[config.mk]
export PLATFORM = sky130hd
export DESIGN_NAME = knob_countdown_timer
export DESIGN_NICKNAME = d
export VERILOG_FILES = /design/src/hdl/kct_pkg.sv /design/src/hdl/knob_countdown_timer.sv
export SDC_FILE = /design/constraint.sdc
export NUM_CORES = 2
export LEC_CHECK = 0
export BUFFER_PORTS_ARGS = -buffer_cell sky130_fd_sc_hd__buf_2
export CORE_ASPECT_RATIO = 1.2
export CORE_MARGIN = 4
export CORE_UTILIZATION = 54
export CTS_CLUSTER_SIZE = 40
export DETAILED_ROUTE_END_ITERATION = 16
export GPL_TIMING_DRIVEN = 0
export PLACE_DENSITY = 0.71
export SLEW_MARGIN = 10
export SYNTH_ARGS = -nofsm -noshare
export SYNTH_HDL_FRONTEND = slang
export SYNTH_SLANG_ARGS = --single-unit
[constraint.sdc]
create_clock -name clk -period 22.1 [get_ports clk]
set_input_delay 1.105 -clock clk [delete_from_list [all_inputs] [get_ports clk]]
set_output_delay 1.105 -clock clk [all_outputs]
set_load 0.1 [all_outputs]
[src/hdl/kct_pkg.sv]
// ----------------------------------------------------------------------------
// Knob countdown timer package
// Request and result types, event codes, register map and shared constants.
// ----------------------------------------------------------------------------
package kct_pkg;

  // Event codes carried in the op field.
  localparam logic [1:0] OP_TICK  = 2'd0;
  localparam logic [1:0] OP_CW    = 2'd1;
  localparam logic [1:0] OP_CCW   = 2'd2;
  localparam logic [1:0] OP_PRESS = 2'd3;

  // Configuration register indexes (byte address is four times the index).
  localparam logic [2:0] REG_STREAK_WINDOW = 3'd0;
  localparam logic [2:0] REG_STEP_UNIT     = 3'd1;
  localparam logic [2:0] REG_MAX_STEP      = 3'd2;
  localparam logic [2:0] REG_MAX_DURATION  = 3'd3;
  localparam logic [2:0] REG_MIN_DURATION  = 3'd4;

  localparam int CFG_ADDR_W = 5;

  // Register reset values.
  localparam logic [15:0] STREAK_WINDOW_RST = 16'd300;
  localparam logic [11:0] STEP_UNIT_RST     = 12'd30;
  localparam logic [11:0] MAX_STEP_RST      = 12'd300;
  localparam logic [15:0] MAX_DURATION_RST  = 16'd5939;
  localparam logic [15:0] MIN_DURATION_RST  = 16'd30;

  localparam logic [15:0] DURATION_RST = 16'd300;
  localparam logic [5:0]  STREAK_MAX   = 6'd63;

  // Milliseconds to seconds: x / 1000 == (x * 274877907) >> 38 for any 32-bit x.
  localparam logic [28:0] MS_DIV_MUL   = 29'd274877907;
  localparam int          MS_DIV_SHIFT = 38;

  typedef struct packed {
    logic [1:0]  op;
    logic [31:0] now_ms;
  } kct_req_t;

  typedef struct packed {
    logic [15:0] remaining_secs;
    logic [15:0] set_duration;
    logic        is_running;
    logic        has_fired;
    logic        changed;
  } kct_rsp_t;

  // Streak count divided by three: (v * 43) >> 7 is exact for v below 128.
  function automatic logic [4:0] streak_div3(input logic [5:0] v);
    logic [12:0] p;
    p = 13'(v) * 13'd43;
    return p[11:7];
  endfunction

endpackage

[src/hdl/knob_countdown_timer.sv]
// ----------------------------------------------------------------------------
// Knob countdown timer
// Countdown timer whose duration is set by a rotary knob with acceleration.
// ----------------------------------------------------------------------------
// Timing: an accepted request is first held in the request register; its result
// then goes to the result register, which drives out_valid, once that register can take it.
// Throughput: one request per cycle while the result side is not stalled; the whole
// event is evaluated in one pass between the request register and the result register.
// Reset: synchronous, active low; registers, timer state and handshakes clear.
module knob_countdown_timer
  import kct_pkg::*;
(
  input  logic                  clk,
  input  logic                  rst_n,
  // Request channel
  input  logic                  in_valid,
  output logic                  in_stall,
  input  kct_req_t              in_data,
  // Result channel
  output logic                  out_valid,
  input  logic                  out_stall,
  output kct_rsp_t              out_data,
  // Configuration port
  input  logic                  cfg_psel,
  input  logic                  cfg_penable,
  input  logic                  cfg_pwrite,
  input  logic [CFG_ADDR_W-1:0] cfg_paddr,
  input  logic [31:0]           cfg_pwdata,
  output logic [31:0]           cfg_prdata,
  output logic                  cfg_pready
);

  // --------------------------------------------------------------------------
  // Configuration registers. Writes complete in the access phase; the port
  // never inserts wait states. Addresses beyond the map are ignored on write
  // and read back as zero.
  // --------------------------------------------------------------------------
  logic [15:0] streak_window_r;
  logic [11:0] step_unit_r;
  logic [11:0] max_step_r;
  logic [15:0] max_duration_r;
  logic [15:0] min_duration_r;
  logic        cfg_wr;
  logic [2:0]  cfg_idx;

  assign cfg_pready = 1'b1;
  assign cfg_idx    = cfg_paddr[CFG_ADDR_W-1:2];
  assign cfg_wr     = cfg_psel && cfg_penable && cfg_pwrite && cfg_pready;

  always_ff @(posedge clk) begin
    if (!rst_n) begin
      streak_window_r <= STREAK_WINDOW_RST;
      step_unit_r     <= STEP_UNIT_RST;
      max_step_r      <= MAX_STEP_RST;
      max_duration_r  <= MAX_DURATION_RST;
      min_duration_r  <= MIN_DURATION_RST;
    end else if (cfg_wr) begin
      case (cfg_idx)
        REG_STREAK_WINDOW: streak_window_r <= cfg_pwdata[15:0];
        REG_STEP_UNIT:     step_unit_r     <= cfg_pwdata[11:0];
        REG_MAX_STEP:      max_step_r      <= cfg_pwdata[11:0];
        REG_MAX_DURATION:  max_duration_r  <= cfg_pwdata[15:0];
        REG_MIN_DURATION:  min_duration_r  <= cfg_pwdata[15:0];
        default: ;
      endcase
    end
  end

  always_comb begin
    case (cfg_idx)
      REG_STREAK_WINDOW: cfg_prdata = {16'd0, streak_window_r};
      REG_STEP_UNIT:     cfg_prdata = {20'd0, step_unit_r};
      REG_MAX_STEP:      cfg_prdata = {20'd0, max_step_r};
      REG_MAX_DURATION:  cfg_prdata = {16'd0, max_duration_r};
      REG_MIN_DURATION:  cfg_prdata = {16'd0, min_duration_r};
      default:           cfg_prdata = 32'd0;
    endcase
  end

  // --------------------------------------------------------------------------
  // Handshake. A request sits in the request register until the result
  // register can take its result; the result register holds a stalled result
  // while the request register already takes the next request.
  // --------------------------------------------------------------------------
  logic     in_valid_r;
  kct_req_t in_req_r;
  logic     out_valid_r;
  kct_rsp_t out_data_r;
  logic     advance;

  assign advance   = in_valid_r && (!out_valid_r || !out_stall);
  assign in_stall  = in_valid_r && out_valid_r && out_stall;
  assign out_valid = out_valid_r;
  assign out_data  = out_data_r;

  always_ff @(posedge clk) begin
    if (!rst_n) begin
      in_valid_r  <= 1'b0;
      out_valid_r <= 1'b0;
    end else begin
      if (in_valid && !in_stall) begin
        in_valid_r <= 1'b1;
      end else if (advance) begin
        in_valid_r <= 1'b0;
      end
      if (advance) begin
        out_valid_r <= 1'b1;
      end else if (!out_stall) begin
        out_valid_r <= 1'b0;
      end
    end
  end

  always_ff @(posedge clk) begin
    if (in_valid && !in_stall) begin
      in_req_r <= in_data;
    end
  end

  // --------------------------------------------------------------------------
  // Timer state.
  // --------------------------------------------------------------------------
  logic        running_r,   running_nxt;
  logic        fired_r,     fired_nxt;
  logic [15:0] duration_r,  duration_nxt;
  logic [15:0] remaining_r, remaining_nxt;
  logic [31:0] paused_r,    paused_nxt;
  logic [31:0] start_r,     start_nxt;
  logic [31:0] last_turn_r, last_turn_nxt;
  logic [5:0]  streak_r,    streak_nxt;
  logic        changed;

  // Whole seconds since the last start, by reciprocal multiplication.
  logic [31:0] run_ms;
  logic [60:0] run_prod;
  logic [31:0] run_secs;
  logic [31:0] elapsed;
  logic [15:0] left;

  // Knob step: streak, multiplier and capped step.
  logic [31:0] turn_gap;
  logic [5:0]  streak_new;
  logic [4:0]  mult;
  logic [16:0] step_raw;
  logic [11:0] step;
  logic [16:0] cw_sum;

  assign run_ms   = in_req_r.now_ms - start_r;
  assign run_prod = 61'(run_ms) * 61'(MS_DIV_MUL);
  assign run_secs = 32'(run_prod >> MS_DIV_SHIFT);
  assign elapsed  = run_secs + paused_r;
  assign left     = 16'({16'd0, duration_r} - elapsed);

  assign turn_gap = in_req_r.now_ms - last_turn_r;

  always_comb begin
    // A detent close enough to the previous one extends the streak, which
    // saturates; otherwise the streak starts over.
    if (turn_gap < {16'd0, streak_window_r}) begin
      streak_new = (streak_r < STREAK_MAX) ? streak_r + 6'd1 : streak_r;
    end else begin
      streak_new = 6'd0;
    end
    // One base unit per three streak counts, never less than one unit.
    mult = streak_div3(streak_new);
    if (mult == 5'd0) begin
      mult = 5'd1;
    end
    step_raw = 17'(step_unit_r) * 17'(mult);
    step     = (step_raw > {5'd0, max_step_r}) ? max_step_r : step_raw[11:0];
    cw_sum   = {1'b0, duration_r} + {5'd0, step};
  end

  always_comb begin
    running_nxt   = running_r;
    fired_nxt     = fired_r;
    duration_nxt  = duration_r;
    remaining_nxt = remaining_r;
    paused_nxt    = paused_r;
    start_nxt     = start_r;
    last_turn_nxt = last_turn_r;
    streak_nxt    = streak_r;
    changed       = 1'b0;

    case (in_req_r.op)
      OP_TICK: begin
        // Ticks only matter while counting; reaching the duration fires.
        if (running_r) begin
          if (elapsed >= {16'd0, duration_r}) begin
            running_nxt   = 1'b0;
            remaining_nxt = 16'd0;
            paused_nxt    = {16'd0, duration_r};
            fired_nxt     = 1'b1;
            changed       = 1'b1;
          end else if (left != remaining_r) begin
            remaining_nxt = left;
            changed       = 1'b1;
          end
        end
      end
      OP_CW, OP_CCW: begin
        // The knob is locked out while the timer runs.
        if (!running_r) begin
          streak_nxt    = streak_new;
          last_turn_nxt = in_req_r.now_ms;
          if (in_req_r.op == OP_CW) begin
            duration_nxt = (cw_sum < {1'b0, max_duration_r}) ? cw_sum[15:0]
                                                             : max_duration_r;
          end else if (duration_r > {4'd0, step}) begin
            duration_nxt = duration_r - {4'd0, step};
          end else begin
            // A decrease that would reach zero lands on the minimum.
            duration_nxt = min_duration_r;
          end
          remaining_nxt = duration_nxt;
          paused_nxt    = 32'd0;
          fired_nxt     = 1'b0;
          changed       = 1'b1;
        end
      end
      OP_PRESS: begin
        // Press clears a fired timer, else pauses or (re)starts it.
        changed = 1'b1;
        if (fired_r) begin
          fired_nxt     = 1'b0;
          running_nxt   = 1'b0;
          remaining_nxt = duration_r;
          paused_nxt    = 32'd0;
        end else if (running_r) begin
          paused_nxt  = paused_r + run_secs;
          running_nxt = 1'b0;
        end else begin
          if (remaining_r == 16'd0) begin
            remaining_nxt = duration_r;
            paused_nxt    = 32'd0;
          end
          start_nxt   = in_req_r.now_ms;
          running_nxt = 1'b1;
        end
      end
      default: ;
    endcase
  end

  always_ff @(posedge clk) begin
    if (!rst_n) begin
      running_r   <= 1'b0;
      fired_r     <= 1'b0;
      duration_r  <= DURATION_RST;
      remaining_r <= DURATION_RST;
      paused_r    <= 32'd0;
      start_r     <= 32'd0;
      last_turn_r <= 32'd0;
      streak_r    <= 6'd0;
    end else if (advance) begin
      running_r   <= running_nxt;
      fired_r     <= fired_nxt;
      duration_r  <= duration_nxt;
      remaining_r <= remaining_nxt;
      paused_r    <= paused_nxt;
      start_r     <= start_nxt;
      last_turn_r <= last_turn_nxt;
      streak_r    <= streak_nxt;
    end
  end

  // The result shows the state after the event.
  always_ff @(posedge clk) begin
    if (advance) begin
      out_data_r.remaining_secs <= remaining_nxt;
      out_data_r.set_duration   <= duration_nxt;
      out_data_r.is_running     <= running_nxt;
      out_data_r.has_fired      <= fired_nxt;
      out_data_r.changed        <= changed;
    end
  end

endmodule

==> flow_metrics.env <==
export IMPL_status="finished clean"
export IMPL_antenna_found_initial=0
export IMPL_grt_overflow=0
export IMPL_drt_pass1_iterations=6
export IMPL_muxShareOfSynthArea=0.0151
export IMPL_viasPerCell=5.73
export IMPL_post_dp_hpwl_um=95100
export IMPL_stdcell_count=5433
export IMPL_fin_skew_ns=0.0183
export IMPL_rows=105
export IMPL_clk_pin_slew_ns=0.06
export IMPL_diodes=0
export IMPL_critPathLaunch="in_req_r[0]$_DFFE_PP_"
export IMPL_cts_buffers=27
export IMPL_max_freq_ghz=0.0485
export IMPL_crit_slowest_cell="a211oi_1"
export IMPL_finalWirelength_um=113000
export IMPL_vias=31200
export IMPL_wire_per_inst_um=20.8
export IMPL_synth_edf_count=69
export IMPL_cts_root_buffer="clkbuf_16"
export IMPL_final_area_mm2=0.0404
export IMPL_yosysTopAreaCellShare=0.209
export IMPL_synthSimpleGateAreaFrac=0.136
export IMPL_slew_headroom=0.136
export IMPL_yosysWarnings=0
export IMPL_cts_tree="yes"
export IMPL_synth_compound_area_share=0.159
export IMPL_r2r_end="remaining_r[7]$_SDFFE_PN0P_"
export IMPL_synth_seq_area_share=0.167
export IMPL_yosys_area_top_type="ha_1"
export IMPL_hold_viol_final=0
export IMPL_worst_pin_slew_ns=1.29
export IMPL_crit_family="compound AO/OA/AOI/OAI gates"
export IMPL_postCtsSetupRepairBufs=0
export IMPL_postSynthAreaPerCell_um2=8.64
export IMPL_drt_initial_drc_count=1643
export IMPL_critPathBufInv=10
export IMPL_synth_fa_ha_area_frac=0.389
export IMPL_fp_dieH_um=297
export IMPL_r2r_start="in_req_r[0]$_DFFE_PP_"
export IMPL_grt_pass1_vias=32100
export IMPL_synth_area_mm2=0.0375
export IMPL_cts_repair_resized=0
export IMPL_ys_top_cells_by_area="ha_1 (21%), fa_1 (18%), dfxtp_1 (11%), inv_1 (7.9%), edfxtp_1 (5.5%)"
export IMPL_holdCritPathClass="reg2reg"
export IMPL_nNetsFinal=5545
export IMPL_maxSlewViolCount=0
export IMPL_rsz0062_at_grt="no"
export IMPL_drc=0
export IMPL_critPathCaptureType="register"
export IMPL_cts_hold_buf=0
export IMPL_post_route_period_util=0.932
export IMPL_synth_xor_xnor_area_share=0.0354
export IMPL_dpl_cell_area_mm2=0.0395
export IMPL_clockBufferDepth=3
export IMPL_synthesis_instances=4339
export IMPL_ant_nets=0
export IMPL_io_buffer_count=111
export IMPL_synth_top_family_by_area="adder cells"
export IMPL_crit_top_cell="ha_1"
export IMPL_die_x_um=249
export IMPL_arrival_ns=21.06
export IMPL_r2r_cells=80
export IMPL_fp_dieArea_mm2=0.0737
export IMPL_synthArstFlopShare=0
export IMPL_hold_depth=2
export IMPL_routabilityCongestion=0.980
export IMPL_ys_ff_latch=279
export IMPL_start_util=0.547
export IMPL_grt_max_degree=35
export IMPL_setup_viol=0
export IMPL_cap_viol_max_count=0
export IMPL_place_ws_ns=1.76
export IMPL_setup_slack_ns=1.49
export IMPL_placedCellCount=5383
export IMPL_crit_path_max_incr_delay_ns=1.00
export IMPL_h_tree_depth=1
export IMPL_clock_latency_ns=0.58
export IMPL_drive_above_1_share=0.0601
export IMPL_nFillCells=6239
export IMPL_cts_sinks=279
export IMPL_fin_tns_setup_ns=0
export IMPL_core_mm2=0.0686
export IMPL_synth_ff_type="dfxtp_1"
export IMPL_grt_use_total=0.301
export IMPL_cp_required_ns=22.55
export IMPL_syn2layout_area_growth_pct=7.69
export IMPL_period_needed_ns=20.61
export IMPL_synth_distinct_cells=94
export IMPL_cp_start_kind="register"
export IMPL_hold_end="start_r[8]$_SDFFE_PN0P_"
export IMPL_ios=148
export IMPL_path_max_fanout=10
export IMPL_r2r_setup_slack_ns=1.49
export IMPL_grt_pass1_wl_um=176000
export IMPL_crit_type="reg2reg"
export IMPL_hold_start="start_r[8]$_SDFFE_PN0P_"
[worst max-delay path by stage]
stage | end | slack (ns) | depth (start not counted)
after global placement | remaining_r[7]$_SDFFE_PN0P_ | 1.78 | 80
after floorplan | out_data[33]$_DFFE_PP_ | 5.43 | 78
final | remaining_r[7]$_SDFFE_PN0P_ | 1.49 | 80
after CTS | remaining_r[4]$_SDFFE_PN0P_ | 1.65 | 80
after global routing | remaining_r[7]$_SDFFE_PN0P_ | 0.24 | 80
after detailed placement | remaining_r[4]$_SDFFE_PN0P_ | 1.76 | 80
[flip-flops by register name, summed over array words and instances (netlist names), 12 cells and up]
register,flops
out_data,35
duration_r,16
min_duration_r,16
max_step_r,12
start_r,32
streak_window_r,16
max_duration_r,16
last_turn_r,32
remaining_r,16
paused_r,32
in_req_r,34
step_unit_r,12
[layer usage]
metal	vias to the layer above	part of all wire	global-route usage
li1	14900	-	-
met2	985	0.50	0.551
met3	368	0.045	0.0275
met4	0	0.081	0.196
met5	-	0	0
met1	14900	0.38	0.338
[Yosys cell counts (67+ instances only)]
master    number
a21boi_0     135
and2_1        68
fa_1         338
o21ai_0      119
a21o_1        84
nand2_1      432
a21oi_1      199
xnor2_1      107
ha_1         626
dfxtp_1      210
inv_1        788
nand3_1       67
clkbuf_1     116
edfxtp_1      69
nor2_1       190
[cell type report]
| cell class | instances | area (um2) | area share |
|---|---|---|---|
| clock inverter | 15 | 121 | 0.00301 |
| inverter | 788 | 2960 | 0.0732 |
| clock buffer | 35 | 746 | 0.0185 |
| timing repair buffer | 120 | 674 | 0.0167 |
| tap | 909 | 1140 | 0.0282 |
| multi-input combinational | 3132 | 27800 | 0.688 |
| buffer | 155 | 696 | 0.0172 |
| sequential | 279 | 6280 | 0.155 |
[kinds of logic after synthesis]
group	after synthesis
AND/OR/NAND/NOR	1070
adder cells (fa/ha/maj)	964
buffers and inverters	943
AO/OA/AOI/OAI	877
flip-flops	279
XOR/XNOR	149
multiplexers	55
other	2
[per-stage QoR]
stage | hold slack [ns] | utilization
finish | 0.463 | 0.589
global route | 0.481 | 0.589
CTS | 0.465 | 0.588
detailed placement | 0.456 | 0.576
global placement | 0.450 | 0.572
floorplan | 0.443 | -
[worst reg2reg max path: cells and delay by family (launching register included)]
family | cells | cell delay [ns]
AOI/OAI and AO/OA | 31 | 7.55
xor gates and xnor gates | 3 | 0.67
adders and majority gates | 15 | 5.27
buffers and inverters | 10 | 1.92
DFF | 1 | 0.42
muxes | 1 | 0.14
and+or+nand+nor | 20 | 4.54
[cell usage in the layout (no fill, tap or decap), types with 84 or more instances in the layout]
cell type	Yosys	final
buf_2	8	119
a21o_1	84	84
dfxtp_1	210	210
clkbuf_1	116	119
ha_1	626	626
a21oi_1	199	198
xnor2_1	107	95
inv_1	788	788
o21ai_0	119	119
nand2_1	432	432
nor2_1	190	189
a21boi_0	135	135
fa_1	338	338
Power is left out: the tool's default activity adds up to more than one toggle a clock period on the data nets, which glitch-free logic cannot reach.
